[config.mk]
export PLATFORM = sky130hd
export DESIGN_NAME = eeprom_image_string_parser
export DESIGN_NICKNAME = d
export VERILOG_FILES = /design/src/hdl/eisp_pkg.sv /design/src/hdl/eisp_front.sv /design/src/hdl/eisp_queue.sv /design/src/hdl/eisp_back.sv /design/src/hdl/eeprom_image_string_parser.sv
export SDC_FILE = /design/constraint.sdc
export NUM_CORES = 1
export LEC_CHECK = 0
export ABC_AREA = 1
export BUFFER_PORTS_ARGS = -buffer_cell sky130_fd_sc_hd__buf_4
export CAP_MARGIN = 10
export CORE_MARGIN = 1.5
export CORE_UTILIZATION = 25
export CTS_CLUSTER_SIZE = 40
export DETAILED_ROUTE_END_ITERATION = 10
export HOLD_SLACK_MARGIN = 0.02
export PLACE_DENSITY_LB_ADDON = 0.25
export SLEW_MARGIN = 25
export SYNTH_ARGS = -nofsm -noshare
export SYNTH_HDL_FRONTEND = slang
export SYNTH_HIERARCHICAL = 1
export SYNTH_SLANG_ARGS = --single-unit
[constraint.sdc]
create_clock -name aclk -period 4.4 [get_ports aclk]
set_input_delay 0.22 -clock aclk [delete_from_list [all_inputs] [get_ports aclk]]
set_output_delay 0.22 -clock aclk [all_outputs]
set_load 0.02 [all_outputs]
[src/hdl/eisp_pkg.sv]
// ----------------------------------------------------------------------------
// eisp_pkg
// types and constants shared by the eeprom image string parser
// ----------------------------------------------------------------------------
package eisp_pkg;

    localparam logic [7:0] SIG_BYTE0    = 8'h28;
    localparam logic [7:0] SIG_BYTE1    = 8'h32;
    localparam logic [7:0] SERIAL_MARK  = 8'ha5;
    localparam logic [7:0] STRING_TYPE  = 8'h03;
    localparam logic [6:0] CHAR_MAX     = 7'h7e;

    localparam int QUEUE_DEPTH = 4;
    localparam int QPTR_W      = $clog2(QUEUE_DEPTH);
    localparam int QCNT_W      = $clog2(QUEUE_DEPTH + 1);

    typedef enum logic [2:0] {
        ST_OK         = 3'd0,
        ST_SHORT      = 3'd1,
        ST_SIGNATURE  = 3'd2,
        ST_RUNS_OFF   = 3'd3,
        ST_NOT_STRING = 3'd4,
        ST_ODD        = 3'd5,
        ST_NOT_TEXT   = 3'd6
    } status_t;

    typedef enum logic {
        KIND_CHAR   = 1'b0,
        KIND_STATUS = 1'b1
    } kind_t;

    typedef enum logic [3:0] {
        PH_LEN  = 4'b0001,
        PH_TYPE = 4'b0010,
        PH_LOW  = 4'b0100,
        PH_HIGH = 4'b1000
    } phase_t;

    // results caused by one accepted byte
    typedef struct packed {
        logic        has_char;
        logic [6:0]  char_value;
        logic [1:0]  char_string;
        logic        has_status;
        status_t     status;
        logic [1:0]  status_string;
        logic [15:0] vendor_id;
        logic [15:0] product_id;
        logic        has_serial;
    } eisp_event_t;

    typedef struct packed {
        kind_t       kind;
        logic [1:0]  which_string;
        logic [6:0]  character;
        logic [15:0] vendor_id;
        logic [15:0] product_id;
        logic        has_serial;
        status_t     status;
        logic        last_of_run;
    } eisp_result_t;

endpackage

[src/hdl/eisp_front.sv]
// ----------------------------------------------------------------------------
// eisp_front
// parses image bytes, tracks descriptor walk and error precedence
// ----------------------------------------------------------------------------
module eisp_front #(
    parameter int STRINGS_START   = 9,
    parameter int MAX_IMAGE_BYTES = 256
) (
    input  logic                 aclk,
    input  logic                 aresetn,
    input  logic                 in_accept,
    input  logic [7:0]           byte_value,
    input  logic                 is_last,
    output logic                 ev_valid,
    output eisp_pkg::eisp_event_t ev
);
    import eisp_pkg::*;

    localparam int CNT_W   = $clog2(MAX_IMAGE_BYTES + 1);
    localparam int MIN_LEN = STRINGS_START + 6;

    logic [CNT_W-1:0] count_reg, count_next;
    logic [15:0]      vid_reg, vid_next;
    logic [15:0]      pid_reg, pid_next;
    logic             serial_reg, serial_next;
    logic [1:0]       si_reg, si_next;
    phase_t           phase_reg, phase_next;
    logic [7:0]       left_reg, left_next;
    logic [7:0]       low_reg, low_next;
    status_t          held_reg, held_next;
    logic [1:0]       held_str_reg, held_str_next;
    logic             text_reg, text_next;
    logic             fin_reg, fin_next;

    logic             in_range;
    logic             walking;
    logic             done;
    logic [7:0]       left_sub;
    logic             bad_char;

    assign in_range = 32'(count_reg) < MAX_IMAGE_BYTES;
    assign left_sub = left_reg - 8'd2;
    assign bad_char = (byte_value != 8'd0) || (low_reg == 8'd0) || (low_reg > {1'b0, CHAR_MAX});

    always_comb begin
        count_next    = count_reg;
        vid_next      = vid_reg;
        pid_next      = pid_reg;
        serial_next   = serial_reg;
        si_next       = si_reg;
        phase_next    = phase_reg;
        left_next     = left_reg;
        low_next      = low_reg;
        held_next     = held_reg;
        held_str_next = held_str_reg;
        text_next     = text_reg;
        fin_next      = fin_reg;
        done          = 1'b0;
        walking       = 1'b0;
        ev            = '0;

        if (in_range) begin
            if (count_reg == CNT_W'(0) && byte_value != SIG_BYTE0 && held_reg == ST_OK) begin
                held_next     = ST_SIGNATURE;
                held_str_next = si_reg;
            end
            if (count_reg == CNT_W'(1) && byte_value != SIG_BYTE1 && held_reg == ST_OK) begin
                held_next     = ST_SIGNATURE;
                held_str_next = si_reg;
            end
            if (32'(count_reg) == 2) vid_next[7:0]  = byte_value;
            if (32'(count_reg) == 3) vid_next[15:8] = byte_value;
            if (32'(count_reg) == 4) pid_next[7:0]  = byte_value;
            if (32'(count_reg) == 5) pid_next[15:8] = byte_value;
            if (32'(count_reg) == 6) serial_next    = (byte_value == SERIAL_MARK);

            walking = (held_reg == ST_OK) && !fin_reg && (32'(count_reg) >= STRINGS_START);
            if (walking) begin
                case (phase_reg)
                    PH_LEN: begin
                        left_next  = byte_value;
                        text_next  = 1'b0;
                        phase_next = PH_TYPE;
                    end
                    PH_TYPE: begin
                        if (byte_value != STRING_TYPE) begin
                            held_next     = ST_NOT_STRING;
                            held_str_next = si_reg;
                        end else if (left_reg < 8'd2 || left_reg[0]) begin
                            held_next     = ST_ODD;
                            held_str_next = si_reg;
                        end else begin
                            left_next  = left_sub;
                            phase_next = PH_LOW;
                            done       = (left_sub == 8'd0);
                        end
                    end
                    PH_LOW: begin
                        low_next   = byte_value;
                        phase_next = PH_HIGH;
                    end
                    PH_HIGH: begin
                        if (!text_reg) begin
                            if (bad_char) begin
                                text_next = 1'b1;
                            end else begin
                                ev.has_char    = 1'b1;
                                ev.char_value  = low_reg[6:0];
                                ev.char_string = si_reg;
                            end
                        end
                        left_next  = (left_reg >= 8'd2) ? left_sub : 8'd0;
                        phase_next = PH_LOW;
                        done       = (left_next == 8'd0);
                    end
                    default: begin
                        phase_next = PH_LEN;
                    end
                endcase

                if (done) begin
                    if (text_next) begin
                        held_next     = ST_NOT_TEXT;
                        held_str_next = si_reg;
                    end else begin
                        phase_next = PH_LEN;
                        if (si_reg >= 2'd2) begin
                            fin_next = 1'b1;
                        end else begin
                            si_next = si_reg + 2'd1;
                        end
                    end
                end
            end
            count_next = count_reg + CNT_W'(1);
        end

        ev.vendor_id  = vid_next;
        ev.product_id = pid_next;
        ev.has_serial = serial_next;

        if (is_last) begin
            ev.has_status = 1'b1;
            if (32'(count_next) < MIN_LEN) begin
                ev.status = ST_SHORT;
            end else if (held_next != ST_OK) begin
                ev.status        = held_next;
                ev.status_string = (held_next == ST_SIGNATURE) ? 2'd0 : held_str_next;
            end else if (!fin_next) begin
                ev.status        = ST_RUNS_OFF;
                ev.status_string = si_next;
            end else begin
                ev.status = ST_OK;
            end

            count_next    = '0;
            vid_next      = '0;
            pid_next      = '0;
            serial_next   = 1'b0;
            si_next       = '0;
            phase_next    = PH_LEN;
            left_next     = '0;
            low_next      = '0;
            held_next     = ST_OK;
            held_str_next = '0;
            text_next     = 1'b0;
            fin_next      = 1'b0;
        end
    end

    assign ev_valid = in_accept && (ev.has_char || ev.has_status);

    always_ff @(posedge aclk) begin
        if (!aresetn) begin
            count_reg    <= '0;
            vid_reg      <= '0;
            pid_reg      <= '0;
            serial_reg   <= 1'b0;
            si_reg       <= '0;
            phase_reg    <= PH_LEN;
            left_reg     <= '0;
            low_reg      <= '0;
            held_reg     <= ST_OK;
            held_str_reg <= '0;
            text_reg     <= 1'b0;
            fin_reg      <= 1'b0;
        end else if (in_accept) begin
            count_reg    <= count_next;
            vid_reg      <= vid_next;
            pid_reg      <= pid_next;
            serial_reg   <= serial_next;
            si_reg       <= si_next;
            phase_reg    <= phase_next;
            left_reg     <= left_next;
            low_reg      <= low_next;
            held_reg     <= held_next;
            held_str_reg <= held_str_next;
            text_reg     <= text_next;
            fin_reg      <= fin_next;
        end
    end

endmodule

[src/hdl/eisp_queue.sv]
// ----------------------------------------------------------------------------
// eisp_queue
// short fifo of parse events between front and back
// ----------------------------------------------------------------------------
module eisp_queue (
    input  logic                  aclk,
    input  logic                  aresetn,
    input  logic                  push,
    input  eisp_pkg::eisp_event_t push_data,
    input  logic                  pop,
    output eisp_pkg::eisp_event_t head,
    output logic                  empty,
    output logic                  full
);
    import eisp_pkg::*;

    eisp_event_t         slot_reg [QUEUE_DEPTH];
    logic [QPTR_W-1:0]   wr_reg, wr_next;
    logic [QPTR_W-1:0]   rd_reg, rd_next;
    logic [QCNT_W-1:0]   cnt_reg, cnt_next;
    logic                do_push;
    logic                do_pop;

    assign empty   = (cnt_reg == QCNT_W'(0));
    assign full    = (cnt_reg == QCNT_W'(QUEUE_DEPTH));
    assign head    = slot_reg[rd_reg];
    assign do_push = push && !full;
    assign do_pop  = pop && !empty;

    always_comb begin
        wr_next  = do_push ? wr_reg + QPTR_W'(1) : wr_reg;
        rd_next  = do_pop ? rd_reg + QPTR_W'(1) : rd_reg;
        cnt_next = cnt_reg + QCNT_W'(do_push) - QCNT_W'(do_pop);
    end

    always_ff @(posedge aclk) begin
        if (do_push) begin
            slot_reg[wr_reg] <= push_data;
        end
    end

    always_ff @(posedge aclk) begin
        if (!aresetn) begin
            wr_reg  <= '0;
            rd_reg  <= '0;
            cnt_reg <= '0;
        end else begin
            wr_reg  <= wr_next;
            rd_reg  <= rd_next;
            cnt_reg <= cnt_next;
        end
    end

endmodule

[src/hdl/eisp_back.sv]
// ----------------------------------------------------------------------------
// eisp_back
// splits queued events into result transactions on a registered output
// ----------------------------------------------------------------------------
module eisp_back (
    input  logic                   aclk,
    input  logic                   aresetn,
    input  eisp_pkg::eisp_event_t  head,
    input  logic                   empty,
    output logic                   pop,
    input  logic                   out_ready,
    output logic                   out_valid,
    output eisp_pkg::eisp_result_t out_data
);
    import eisp_pkg::*;

    logic         valid_reg, valid_next;
    logic         sent_reg, sent_next;
    eisp_result_t res_reg, res_next;
    logic         load;

    assign load = !empty && (!valid_reg || out_ready);

    always_comb begin
        res_next   = res_reg;
        sent_next  = sent_reg;
        pop        = 1'b0;
        valid_next = valid_reg && !out_ready;

        if (load) begin
            valid_next          = 1'b1;
            res_next.vendor_id  = head.vendor_id;
            res_next.product_id = head.product_id;
            res_next.has_serial = head.has_serial;
            if (head.has_char && !sent_reg) begin
                res_next.kind         = KIND_CHAR;
                res_next.which_string = head.char_string;
                res_next.character    = head.char_value;
                res_next.status       = ST_OK;
                res_next.last_of_run  = !head.has_status;
                sent_next             = head.has_status;
                pop                   = !head.has_status;
            end else begin
                res_next.kind         = KIND_STATUS;
                res_next.which_string = head.status_string;
                res_next.character    = '0;
                res_next.status       = head.status;
                res_next.last_of_run  = 1'b1;
                sent_next             = 1'b0;
                pop                   = 1'b1;
            end
        end
    end

    always_ff @(posedge aclk) begin
        res_reg <= res_next;
    end

    always_ff @(posedge aclk) begin
        if (!aresetn) begin
            valid_reg <= 1'b0;
            sent_reg  <= 1'b0;
        end else begin
            valid_reg <= valid_next;
            sent_reg  <= sent_next;
        end
    end

    assign out_valid = valid_reg;
    assign out_data  = res_reg;

endmodule

[src/hdl/eeprom_image_string_parser.sv]
// ----------------------------------------------------------------------------
// eeprom_image_string_parser
// eeprom header check and usb string descriptor walk, one byte per transaction
//
//   channel   direction   fields
//   s_        in          byte_value, is_last
//   m_        out         kind, which_string, character, vendor_id,
//                         product_id, has_serial, status, last_of_run
//
// one input byte per cycle while s_ready is high; the parser updates its state
// in the accept cycle; results leave one per cycle from a register while m_ready
// is high; a byte that ends a character and the image gives the character first
// a four-entry event queue sits between parser and output; s_ready drops
// only when it is full
// synchronous active-low reset clears parser state, queue and output valid
// ----------------------------------------------------------------------------
module eeprom_image_string_parser #(
    parameter int STRINGS_START   = 9,
    parameter int MAX_IMAGE_BYTES = 256
) (
    input  logic                 aclk,
    input  logic                 aresetn,
    input  logic                 s_valid,
    output logic                 s_ready,
    input  logic [7:0]           s_byte_value,
    input  logic                 s_is_last,
    output logic                 m_valid,
    input  logic                 m_ready,
    output logic                 m_kind,
    output logic [1:0]           m_which_string,
    output logic [6:0]           m_character,
    output logic [15:0]          m_vendor_id,
    output logic [15:0]          m_product_id,
    output logic                 m_has_serial,
    output logic [2:0]           m_status,
    output logic                 m_last_of_run
);
    import eisp_pkg::*;

    logic         in_accept;
    logic         ev_valid;
    eisp_event_t  ev;
    eisp_event_t  head;
    logic         q_empty;
    logic         q_full;
    logic         pop;
    eisp_result_t res;

    assign s_ready   = !q_full;
    assign in_accept = s_valid && s_ready;

    eisp_front #(
        .STRINGS_START   (STRINGS_START),
        .MAX_IMAGE_BYTES (MAX_IMAGE_BYTES)
    ) u_front (
        .aclk       (aclk),
        .aresetn    (aresetn),
        .in_accept  (in_accept),
        .byte_value (s_byte_value),
        .is_last    (s_is_last),
        .ev_valid   (ev_valid),
        .ev         (ev)
    );

    eisp_queue u_queue (
        .aclk      (aclk),
        .aresetn   (aresetn),
        .push      (ev_valid),
        .push_data (ev),
        .pop       (pop),
        .head      (head),
        .empty     (q_empty),
        .full      (q_full)
    );

    eisp_back u_back (
        .aclk      (aclk),
        .aresetn   (aresetn),
        .head      (head),
        .empty     (q_empty),
        .pop       (pop),
        .out_ready (m_ready),
        .out_valid (m_valid),
        .out_data  (res)
    );

    assign m_kind         = res.kind;
    assign m_which_string = res.which_string;
    assign m_character    = res.character;
    assign m_vendor_id    = res.vendor_id;
    assign m_product_id   = res.product_id;
    assign m_has_serial   = res.has_serial;
    assign m_status       = res.status;
    assign m_last_of_run  = res.last_of_run;

    // a character transaction never carries an error code
    assert property (@(posedge aclk) disable iff (!aresetn)
        (m_valid && m_kind == KIND_CHAR) |-> (m_status == ST_OK))
        else $error("character transaction with nonzero status");

    // the status always closes the run of its byte
    assert property (@(posedge aclk) disable iff (!aresetn)
        (m_valid && m_kind == KIND_STATUS) |-> m_last_of_run)
        else $error("status transaction not marked last");

    // emitted characters are nonzero and no greater than CHAR_MAX
    assert property (@(posedge aclk) disable iff (!aresetn)
        (m_valid && m_kind == KIND_CHAR) |-> (m_character != 7'd0 && m_character <= CHAR_MAX))
        else $error("character outside text range");

    // an event is never offered to a full queue
    assert property (@(posedge aclk) disable iff (!aresetn)
        ev_valid |-> !q_full)
        else $error("event lost at full queue");

endmodule

Word level (Yosys, flattened, before mapping)
Memories as Yosys holds them, arrays and structs flattened. A register that Yosys moved wholly into a read port is not among the register bits.
Cells that the tools add are included.
{"block": "totals", "wordCells": 197, "register_bits": 127, "out_inout_bits": 49, "memories": 1, "ram_bits": 196, "input_bits": 13}
{"name": "u_queue.slot_reg", "words": 4, "width": 49, "rd": 1, "rd_ports_with_merged_regs": 1, "write_ports": 1, "line_no": "eisp_queue.sv:17", "rtl": "eisp_event_t slot_reg [QUEUE_DEPTH];"}
{"block": "classes", "n_lt_le_gt_ge": 7, "n_mux": 99, "eq_ne": 18, "reduce_logical": 40, "add_sub_neg": 7}
{"cell": "$mux W8", "n": 14}
{"cell": "$mux W16", "n": 4}
{"cell": "$mux W10", "n": 6}
{"cell": "$mux W2", "n": 23}
{"cell": "$mux W3", "n": 11}
{"cell": "$mux W4", "n": 7}
{"cell": "$eq A9 B3 Y1 const B", "n": 3}
{"cell": "$mux W1", "n": 26}
{"cell": "$logic_not A8 Y1", "n": 3}
{"cell": "$pmux W8 S3", "n": 1}
{"cell": "$eq A9 B2 Y1 const B", "n": 2}
{"cell": "$mux W9", "n": 2}
{"cell": "$ne A8 B6 Y1 const B", "n": 2}
{"cell": "$pmux W4 S4", "n": 1}
{"cell": "$logic_and A1 B1 Y1", "n": 13}
{"cell": "$add A9 B1 Y9 const B", "n": 1}
{"cell": "$eq A9 B1 Y1 const B", "n": 1}
{"cell": "$ge A9 B4 Y1 const B", "n": 1}
{"cell": "$logic_not A9 Y1", "n": 1}
{"cell": "$lt A9 B4 Y1 const B", "n": 1}
{"cell": "$lt A9 B9 Y1 const B", "n": 1}
{"cell": "$eq A8 B8 Y1 const B", "n": 1}
{"cell": "$ge A8 B2 Y1 const B", "n": 1}
{"cell": "$gt A8 B7 Y1 const B", "n": 1}
{"cell": "other kinds (27)", "n": 44}

Depth between registers and ports, before layout
Gate-level depths: netlist (run 1).
{"block": "depth", "ltp_word": 22, "depth_mapped": 18}

By module
The synthesis (run 1) kept the hierarchy.
{"module": "eisp_queue", "seq_area_each_um2": 6065.8, "area_per_inst_um2": 7743.7, "cells_each": 542, "n_inst": 1}
{"module": "eisp_front", "seq_area_each_um2": 1421.4, "area_per_inst_um2": 4224.1, "cells_each": 670, "n_inst": 1}
{"module": "eisp_back", "seq_area_each_um2": 1451.4, "area_per_inst_um2": 1651.6, "cells_each": 92, "n_inst": 1}
{"module": "eeprom_image_string_parser", "seq_area_each_um2": 0.0, "area_per_inst_um2": 13.8, "cells_each": 3, "n_inst": 1}

Worst setup path after synthesis (run 1)
No wires, ideal clock.
{"block": "synth_timing", "path_kind": "reg2reg", "start": "reg u_front.count_reg[1]", "end": "mem u_queue/slot_reg[0][0] (netlist bit) (enable)", "slack_ns": 0.125, "setup_ns": 0.456, "required_time_ns": 3.944, "stages_incl_launch_ff": 13, "t_arrival_ns": 3.820, "path_cell_list": "dfxtp_1 inv_1 ha_1 nand3_1 nand2_1 nand2_2 a21oi_4 nand2_2 inv_1 nand3_1 a21oi_1 nand2_1 nor2_1"}
{"block": "synth_via", "elab_chain_len": 9}
{"element": "start: declaration", "line_no": "eisp_front.sv:22", "rtl": "logic [CNT_W-1:0] count_reg, count_next;"}
{"element": "start signal: assignment", "line_no": "eisp_front.sv:188", "rtl": "count_reg <= count_next;"}
{"element": "$ge A9 B4 Y1", "line_no": "eisp_front.sv:77", "rtl": "walking = (held_reg == ST_OK) && !fin_reg && (32'(count_reg) >= STRINGS_START);"}
{"element": "$logic_and A1 B1 Y1", "line_no": "eisp_front.sv:77"}
{"element": "$mux W10", "line_no": "eisp_front.sv:78", "rtl": "if (walking) begin"}
{"element": "$mux W10 (*)", "line_no": "eisp_front.sv:62", "rtl": "if (in_range) begin"}
{"element": "$logic_or A1 B1 Y1 (*)", "line_no": "eisp_front.sv:171", "rtl": "assign ev_valid = in_accept && (ev.has_char || ev.has_status);"}
{"element": "$logic_and A1 B1 Y1 (*)", "line_no": "eisp_front.sv:171"}
{"element": "named net ev_valid", "line_no": "eeprom_image_string_parser.sv:41", "rtl": "logic ev_valid;"}
{"element": "$logic_and A1 B1 Y1 (*)", "line_no": "eisp_queue.sv:27", "rtl": "assign do_push = push && !full;"}
{"element": "$mux W1 (*)", "line_no": "eisp_queue.sv:37", "rtl": "if (do_push) begin"}
{"element": "$mux W1 (not written as such) (*)", "line_no": "eisp_queue.sv:38", "rtl": "slot_reg[wr_reg] <= push_data;"}
{"element": "end: declaration", "line_no": "eisp_queue.sv:17"}
Mark *: on every way through the listed nets, which the timed path passes. The rest lies on a longest branch.

Worst setup path after layout (run 1)
{"block": "layout_timing", "start": "reg u_front.count_reg[1]", "end": "reg u_queue.cnt_reg[2]"}
{"block": "layout_via", "elab_chain_len": 9}
{"element": "$ge A9 B4 Y1", "line_no": "eisp_front.sv:77"}
{"element": "$logic_and A1 B1 Y1", "line_no": "eisp_front.sv:77"}
{"element": "$mux W10", "line_no": "eisp_front.sv:78"}
{"element": "$mux W10 (*)", "line_no": "eisp_front.sv:62"}
{"element": "$logic_or A1 B1 Y1 (*)", "line_no": "eisp_front.sv:171"}
{"element": "$logic_and A1 B1 Y1 (*)", "line_no": "eisp_front.sv:171"}
{"element": "named net ev_valid", "line_no": "eeprom_image_string_parser.sv:41"}
{"element": "$logic_and A1 B1 Y1 (*)", "line_no": "eisp_queue.sv:27"}
{"element": "$add A3 B1 Y3 (*)", "line_no": "eisp_queue.sv:33", "rtl": "cnt_next = cnt_reg + QCNT_W'(do_push) - QCNT_W'(do_pop);"}
{"element": "$sub A3 B1 Y3 (*)", "line_no": "eisp_queue.sv:33"}
{"element": "end signal: assignment", "line_no": "eisp_queue.sv:50", "rtl": "cnt_reg <= cnt_next;"}
{"element": "end: declaration", "line_no": "eisp_queue.sv:20", "rtl": "logic [QCNT_W-1:0] cnt_reg, cnt_next;"}
Marks and branches as above.
A chain may end at the register's enable or synchronous reset.

==> impl_metrics.tcl, run 1 <==
set metrics [dict create \
    rsz0062_at_grt "no" \
    routed_via_density 4.463 \
    slowest_stage "fa_1" \
    ir_drop_v 0.0003135 \
    post-route-util_pct 29.62 \
    drive_above_1_share_pct 12.14 \
    status "completed" \
    place_congestion 0.7850 \
    post_synth_instance_area_um2 13630 \
    antenna_found_initial 0 \
    slew_headroom_pct 33.01 \
    die_height_um 236.5 \
    hp-class "input pin to flop" \
    num_antenna_cells 0 \
    drtIter0Drc 621 \
    grt.met2_usage_pct 20.83 \
    area_growth_pct 16.91 \
    yosysUniqueCellTypes 42 \
    whs_ns 0.04768 \
    std_cell_rows 85 \
    synth_seq_cells 325 \
    p_total_mw 8.828 \
    drv_cap 0 \
    clkSlewWorstSetupHoldPaths_ns 0.06 \
    crit_chain "inv_1, ha_1, nand3_1, nand2_1, nand2_2, a21oi_4, nand2_2, inv_1, nand3_1, a21oi_1, nand2_1, buf_4, ha_1, inv_1, ha_1, inv_1, fa_1, o21ai_0, nor2_1" \
    vias 9318 \
    setup_violations 0 \
    port_buffers 61 \
    io_pins 62 \
    synth_edf_count 243 \
    cts_tree "built" \
    fin_area_um2 15940 \
    cts-root-buf "clkbuf_16" \
    grt.busiest_layer "met2" \
    die_w_um 236.5 \
    cp.arrival_ns 3.89 \
    tightest_slew_ns 0.9944 \
    avgRoutedWirePerCell_um 16.07 \
    grt.total_usage_pct 11.86 \
    worst_path_largest_cell_delay_ns 0.41 \
    finalCritPeriodShare_pct 78.83 \
    finalHoldViolations 0 \
    grt-ovfl-total 0 \
    largest_reg_flops 196 \
    synth.avg_cell_area_um2 10.43 \
    finalSetupTns_ns 0 \
    critPathMaxFanout 6 \
    cts_made_buffers 36 \
    cts_htree_levels 2 \
    n_fill_cell 5560 \
    synth_ff_type "edfxtp_1" \
    ys.warnings.count 6 \
    crit_path_start_kind "flop" \
    firstDrtPassIters 5 \
    fin_worst_skew_ns 0.02095 \
    nNetsFinal 1391 \
    min_period_ns 3.469 \
    crit_type "flop to flop" \
    clock_sinks 325 \
    grt_pass1_wl_um 52110 \
    drtAntennaViolNets 0 \
    die_area_um2 55940 \
    clock_latency_ns 0.54 \
    endpoint_kind "flop" \
    wirelength_um 33560 \
    dp_hpwl_um 20880 \
    syn_inst 1307 \
    place_area_um2 14810 \
    cpMostUsedCell "inv_1" \
    p_per_area_nw_per_um2 553.9 \
    mappedNetlistNets 1334 \
    crit_required_ns 4.82 \
    grtUsageMet3_pct 1.842 \
    use_met1_pct 14.60 \
    seq_area_frac_synth_pct 65.57 \
    report.final.slew_viol_count 0 \
    power_leakage_nw 5.605 \
    synthArstFlopShare_pct 0 \
    fmax_mhz 288.3 \
    post_cts_buffers 0 \
    clock_path_buffers 3 \
    first_global_vias 9103 \
    route.detailed.drc 0 \
    initial_core_util_pct 25.33 \
    core-area_um2 53810 \
    grt_start_max_net_pins 53 \
]
## cell usage after synthesis (8+ instances only)
cell,n,share of area (%)
inv_1,97,2.7
buf_2,16,0.59
o21ai_0,115,4.2
o22ai_1,49,2.2
nand4_1,10,0.46
clkbuf_1,26,0.72
ha_1,13,1.2
a21oi_1,105,3.9
a211oi_1,10,0.55
edfxtp_1,243,54
o21ai_1,8,0.29
nand2_1,214,5.9
dfxtp_1,82,12
nor2_1,196,5.4
nand3_1,35,1.3
buf_6,9,0.74
## cells by family after synthesis
family          count (synthesis)  synth area share [%]
compound gates                306                 12.39
xor+xnor                        7                0.4497
fa+ha+maj                      14                 1.340
buf+inv                       165                 5.424
flops                         325                 65.57
simple gates                  490                 14.83
## final timing paths
check	cells after the start	slack, ns	end	startpoint
worst max-delay path	19	0.93	u_queue/cnt_reg[2]$_SDFF_PN0_	u_front/count_reg[1]$_SDFFE_PN0P_
worst min-delay path	3	0.05	u_front/low_reg[7]$_SDFFE_PN0P_	s_byte_value[7]
worst max register to register	19	0.93	u_queue/cnt_reg[2]$_SDFF_PN0_	u_front/count_reg[1]$_SDFFE_PN0P_
worst min register to register	2	0.46	u_front/phase_reg[1]$_SDFFE_PN0P_	u_front/phase_reg[1]$_SDFFE_PN0P_
## layout by cell type (no fill, tap or decap), types with 7 or more instances in the layout
cell	instances
o22ai_1	49
nor3_1	7
nor2_4	7
dfxtp_1	81
inv_1	96
a211oi_1	10
nor2_1	191
nand4_1	10
buf_4	76
o21ai_1	8
a21oi_1	105
clkbuf_16	37
nand3_1	35
nor2_2	7
o21ai_0	115
edfxtp_1	243
ha_1	13
clkbuf_1	14
nand2_1	214
## power breakdown
part | switching, mW | total (mW) | internal (mW)
registers | 0.129 | 3.92 | 3.79
clock network | 1.20 | 2.81 | 1.61
logic | 1.44 | 2.09 | 0.646
total | 2.78 | 8.83 | 6.05
## cell type report
type	instances	area, µm²	area share (%)
inverter	104	397.9	2.496
timing repair buffer	80	630.6	3.957
tap	696	870.8	5.464
clock buffer	54	1020	6.398
sequential	325	8940	56.09
clock inverter	12	67.56	0.4239
multi-input combinational	817	4011	25.17
## per-layer routing
layer	vias to the layer above	share of wire, %	routed length, µm
met1	4504	44	14730
li1	4626	-	-
met4	0	2.9	971
met5	-	0	0
met3	52	3.4	1138
met2	136	50	16720
## per-stage QoR
step                setup slack (ns)  instances
finish                        0.9315       2088
floorplan                     0.1246       1307
global route                  0.6267       2088
global placement              0.9872       2020
CTS                           0.9255       2088
detailed placement            0.9316       2020
## worst max-delay path: cells and delay by family (launching register included)
kind,cells,cell delay [ns]
buffers and inverters,5,0.57
and+or+nand+nor,7,0.64
DFF,1,0.36
adders and majority gates,4,1.05
AOI/OAI and AO/OA,3,0.75
## timing repair
action                    in CTS  in global routing
hold endpoints to repair       6                  0
gates resized for setup        0                  0
hold buffers                   2                  0
(Power assumes the default switching activity.)
==> inputs of run 2 (changes only) <==
- clock period: 4.4 -> 3.1 ns (I/O delays scaled with it)
==> run 2 against run 1 <==
- sequential share of layout area is 0.83 points lower
- setup slack lost 0.74 ns
- first-iteration DRC count grew 16%
- non-clock buffer count rose by 29
- clock power increased by 35%
- register-to-register slack worse by 0.74 ns
- critical path depth shrank 4
- power increased by 40%
- maximum frequency is 19% higher
- core utilization grew 0.45 points
- critical path type unchanged
==> impl_metrics.tcl, run 2 (synthesis gave the netlist of run 1 again) <==
set metrics [dict create \
    fmax_mhz 343.6 \
    grt_pass1_wl_um 51850 \
    setup_ws_ns 0.1899 \
    slowest_stage "fa_1" \
    final_cell_mix "243 x edfxtp_1, 214 x nand2_1, 189 x nor2_1" \
    report.final.slew_viol_count 0 \
    firstDrtPassIters 5 \
    die_height_um 236.5 \
    cts_htree_levels 2 \
    crit_required_ns 3.50 \
    dp_hpwl_um 20920 \
    slew_headroom_pct 31.77 \
    place_congestion 0.8018 \
    p_per_area_nw_per_um2 765.4 \
    clock_latency_ns 0.52 \
    drv_cap 0 \
    finalCritPeriodShare_pct 93.88 \
    vias 9355 \
    endpoint_kind "flop" \
    largest_reg_flops 196 \
    crit_chain "nor3_1, nand2_1, a21oi_4, nand2_2, inv_1, nand3_1, a21oi_1, nand2_1, ha_1, inv_1, ha_1, inv_1, fa_1, o21ai_0, nor2_1" \
    wirelength_um 33230 \
    worst_path_largest_cell_delay_ns 0.40 \
    p_total_mw 12.38 \
    die_w_um 236.5 \
    dp_slack_ns 0.2126 \
    clock_sinks 325 \
    cts_made_buffers 35 \
    port_buffers 61 \
    grt.total_usage_pct 11.80 \
    final_common_cell "edfxtp_1" \
    nNetsFinal 1419 \
    grt_start_max_net_pins 95 \
    first_global_vias 9032 \
    initial_core_util_pct 25.33 \
    cpMostUsedCell "inv_1" \
    antenna_found_initial 0 \
    crit_path_start_kind "flop" \
    cts_tree "built" \
    crit_type "flop to flop" \
    area_growth_pct 18.67 \
    core-area_um2 53810 \
    place_area_um2 15030 \
    drive_above_1_share_pct 13.36 \
    drtIter0Drc 722 \
    grt-ovfl-total 0 \
    tightest_slew_ns 1.023 \
    avgRoutedWirePerCell_um 15.74 \
    fin_area_um2 16180 \
    cp.buffers_inverters 3 \
    cp.arrival_ns 3.31 \
    finalHoldViolations 0 \
    fin_worst_skew_ns 0.01053 \
    die_area_um2 55940 \
    min_period_ns 2.910 \
    num_antenna_cells 0 \
    cts-root-buf "clkbuf_16" \
    route.detailed.drc 0 \
    ir_drop_v 0.0003503 \
    clkSlewWorstSetupHoldPaths_ns 0.06 \
    rsz0062_at_grt "no" \
    routed_via_density 4.432 \
    std_cell_rows 85 \
    critPathTopFamily "simple AND/OR/NAND/NOR gates" \
    status "completed" \
    clock_path_buffers 3 \
    io_pins 62 \
    post_cts_buffers 0 \
    power_leakage_nw 5.757 \
    critPathMaxFanout 3 \
    hp-class "input pin to flop" \
    setup_violations 0 \
    drtAntennaViolNets 0 \
]
[run 2: cell count changes in the layout (fill, tap and decap cells not counted), sizes merged]
cell,previous run,this run
bufinv,0,1
inv,106,105
clkinv,8,12
dlygate4sd3,2,10
clkbuf,54,46
buf,78,99
clkinvlp,2,0
[run 2: layout make-up]
type | count | area (µm²)
timing repair buffer | 109 | 963.4
clock inverter | 14 | 93.84
sequential | 325 | 8940
tap | 696 | 870.8
clock buffer | 46 | 917.1
fill | 5541 | 37640
multi-input combinational | 817 | 3998
inverter | 104 | 395.4
[run 2: worst register-to-register path, cell delays in order, from the launching register on]
cell and delay (ns):
dfxtp_1 0.32, nor3_1 0.35, nand2_1 0.16, a21oi_4 0.16, nand2_2 0.10, inv_1 0.09, nand3_1 0.12, a21oi_1 0.22
nand2_1 0.11, ha_1 0.30, inv_1 0.06, ha_1 0.13, inv_1 0.05, fa_1 0.40, o21ai_0 0.18, nor2_1 0.05
[run 2: metal layers]
layer	GRT usage (%)	vias to the layer above	share of wire (%)
li1	-	4684	-
met1	15.23	4462	46
met2	20.13	159	48
met3	1.690	50	3.5
met4	4.196	0	2.7
met5	0	-	0
[run 2: what timing repair did]
| item | in CTS | in global routing |
|---|---|---|
| hold endpoints to repair | 27 | 0 |
| gates resized for setup | 0 | 2 |
| setup endpoints to repair | 0 | 1 |
| hold buffers | 10 | 0 |
[run 2: worst paths after layout]
check / start / to / slack [ns] / cells after the start
setup / recovery: u_front/held_reg[2]$_SDFFE_PN0P_ / u_queue/cnt_reg[2]$_SDFF_PN0_ / 0.19 / 15
hold / removal: s_byte_value[6] / u_front/low_reg[6]$_SDFFE_PN0P_ / 0.05 / 3
setup reg to reg: u_front/held_reg[2]$_SDFFE_PN0P_ / u_queue/cnt_reg[2]$_SDFF_PN0_ / 0.19 / 15
hold reg to reg: u_front/vid_reg[2]$_SDFFE_PN0P_ / u_front/vid_reg[2]$_SDFFE_PN0P_ / 0.46 / 2
[run 2: report_power, final]
group          total, mW  switching, mW  internal (mW)
registers           5.56          0.172           5.38
logic               3.04           2.05          0.990
clock network       3.79           1.62           2.16
[run 2: metrics by stage]
stage	hold slack [ns]	utilization (%)	TNS [ns]	instances
2_1_floorplan	0.2526	-	-80.15	1307
3_3_place_gp	0.4514	27.94	0	2040
3_5_place_dp	0.4557	27.94	0	2040
4_1_cts	0.02873	30.00	0	2110
5_1_grt	0.05610	30.06	0	2111
6_report	0.05259	30.06	0	2111
==> inputs of run 3 (changes only) <==
- ABC_AREA: 1 -> default
==> run 3 against run 2 <==
- combinational power fell by 9.5%
- via count is 18% lower
- hold slack better by 0.026 ns
- setup slack worse by 0.17 ns
- final area grew 0.55%
- critical endpoint unchanged
- highest routed layer is now met5
==> impl_metrics.tcl, run 3 <==
set metrics [dict create \
    seq_area_frac_synth_pct 66.07 \
    firstDrtPassIters 4 \
    clock_sinks 325 \
    rsz0062_at_grt "yes" \
    fin_worst_skew_ns 0.01443 \
    drtAntennaViolNets 0 \
    cts_tree "built" \
    core-area_um2 53600 \
    drv_cap 0 \
    finalSetupTns_ns 0 \
    place_congestion 0.7694 \
    cts_made_buffers 36 \
    largest_reg_flops 196 \
    synth.avg_cell_area_um2 15.01 \
    num_antenna_cells 0 \
    setup_violations 0 \
    slowest_stage "or4_4" \
    yosysTopAreaCell "edfxtp_1" \
    area_growth_pct 20.25 \
    final_cell_mix "243 x edfxtp_1, 110 x buf_4, 92 x nor2b_1" \
    yosys.area.top_type_share_pct 53.94 \
    die_area_um2 55520 \
    rrSetupSlack_ns 0.02 \
    power_leakage_nw 5.462 \
    route.detailed.drc 0 \
    critPathMaxFanout 2 \
    first_global_vias 7995 \
    dp_hpwl_um 19420 \
    p_total_mw 12.41 \
    crit_chain "or4_4, nor4_4, buf_4, nor3_2, and3_4, o21a_1, nor2b_4, inv_2, ha_4, inv_2, ha_4, inv_2, fa_2, xnor2_2, xnor2_1, and2_1" \
    synth_edf_count 243 \
    synth.area.top_cells "edfxtp_1 54%, dfxtp_1 12%, mux4_2 7.8%" \
    synth_most_common_cell "edfxtp_1" \
    p_per_area_nw_per_um2 762.7 \
    port_buffers 61 \
    syn_inst 901 \
    synth_ff_type "edfxtp_1" \
    endpoint_kind "flop" \
    cts-root-buf "clkbuf_16" \
    routed_via_density 4.440 \
    finalCritPeriodShare_pct 99.34 \
    crit_required_ns 3.51 \
    place_area_um2 15080 \
    grt_pass1_wl_um 48400 \
    drive_above_1_share_pct 27.01 \
    antenna_found_initial 1 \
    post_synth_instance_area_um2 13530 \
    report.final.slew_viol_count 0 \
    io_pins 62 \
    grt-ovfl-total 0 \
    clock_path_buffers 3 \
    clkSlewWorstSetupHoldPaths_ns 0.06 \
    die_height_um 235.6 \
    worst_path_largest_cell_delay_ns 0.53 \
    synth_seq_cells 325 \
    synthArstFlopShare_pct 0 \
    netlist_top_cells_count "243 x edfxtp_1, 95 x nor2b_1, 82 x dfxtp_1" \
    cp.arrival_ns 3.49 \
    std_cell_rows 85 \
    wirelength_um 31140 \
    grt_start_max_net_pins 54 \
    yosysUniqueCellTypes 71 \
    post-route-util_pct 30.35 \
    vias 7676 \
    post_cts_buffers 0 \
    ir_drop_v 0.0003228 \
    crit_path_start_kind "flop" \
    mappedNetlistNets 928 \
    grt.total_usage_pct 11.32 \
    finalHoldViolations 0 \
    ys.warnings.count 6 \
    crit_type "flop to flop" \
    initial_core_util_pct 25.24 \
    slew_headroom_pct 45.82 \
    hp-class "input pin to flop" \
    cts_htree_levels 2 \
    die_w_um 235.6 \
    cpMostUsedCell "inv_2" \
    min_period_ns 3.080 \
    clock_latency_ns 0.53 \
    fin_area_um2 16270 \
    drtIter0Drc 298 \
    fmax_mhz 324.7 \
    final_common_cell "edfxtp_1" \
    tightest_slew_ns 0.8128 \
    avgRoutedWirePerCell_um 18.01 \
    nNetsFinal 1032 \
    status "completed" \
]
-- run 3: cell types whose count changed in the layout (fill, tap and decap cells not counted), moves of 27 or more --
cell	change
a21oi_1	-54
mux2_2	+35
nand2_1	-177
nand3_1	-29
mux4_2	+47
nor2_1	-167
and2_1	+27
inv_1	-77
o21ai_0	-97
nor2b_1	+92
o22ai_1	-43
-- run 3: area by class of cell --
type | count | area [µm²]
Fill cell | 5385 | 37330
Tap cell | 696 | 870.8
Inverter | 22 | 82.58
Sequential cell | 325 | 8945
Multi-Input combinational cell | 505 | 4329
Clock buffer | 52 | 992.2
Timing Repair Buffer | 115 | 915.9
Clock inverter | 14 | 131.4
-- run 3: routing by layer --
metal | GRT usage (%) | up-vias | part of all wire (%)
li1 | - | 3615 | -
met1 | 14.17 | 3900 | 44
met2 | 19.75 | 111 | 50
met3 | 1.876 | 48 | 3.3
met4 | 3.832 | 2 | 2.5
met5 | 0 | - | 0.042
-- run 3: critical path: cells and delay by family, from the launching register on --
family          cells  cell delay (ns)
compound gates      1             0.16
xor+xnor            2             0.26
flops               1             0.31
buf+inv             4             0.33
simple gates        6             1.24
fa+ha+maj           3             0.67
-- run 3: final timing paths --
path,startpoint,end,cells after the start
worst max-delay path,u_front/low_reg[2]$_SDFFE_PN0P_,u_queue/cnt_reg[2]$_SDFF_PN0_,16
worst min-delay path,aresetn,u_front/phase_reg[0]$_SDFFE_PN1P_,2
worst max register to register,u_front/low_reg[2]$_SDFFE_PN0P_,u_queue/cnt_reg[2]$_SDFF_PN0_,16
worst min register to register,u_front/held_str_reg[0]$_SDFFE_PN0P_,u_front/held_str_reg[0]$_SDFFE_PN0P_,2
-- run 3: cell families after synthesis --
group | synth area share (%)
adder cells (fa/ha/maj) | 1.350
AND/OR/NAND/NOR | 11.70
AO/OA/AOI/OAI | 6.003
buffers and inverters | 2.571
flip-flops | 66.07
XOR/XNOR | 0.6475
multiplexers | 11.65
-- run 3: metrics by stage --
step / worst slack [ns] / instances / hold WS [ns]
6_report: 0.02047 / 1729 / 0.07843
2_1_floorplan: -0.2450 / 901 / 0.3082
3_3_place_gp: 0.04402 / 1662 / 0.4650
5_1_grt: -0.1144 / 1729 / 0.07332
3_5_place_dp: 0.05452 / 1662 / 0.4680
4_1_cts: 0.03679 / 1729 / 0.04524
-- run 3: timing repair --
action	4_1_cts	5_1_grt
setup endpoints to repair	0	1
hold buffers	1	0
hold endpoints to repair	1	0
resized for setup	0	12
-- run 3: power by group --
group	switching [mW]	internal (mW)
Sequential	0.184	5.37
Clock	1.70	2.41
Combinational	1.58	1.16
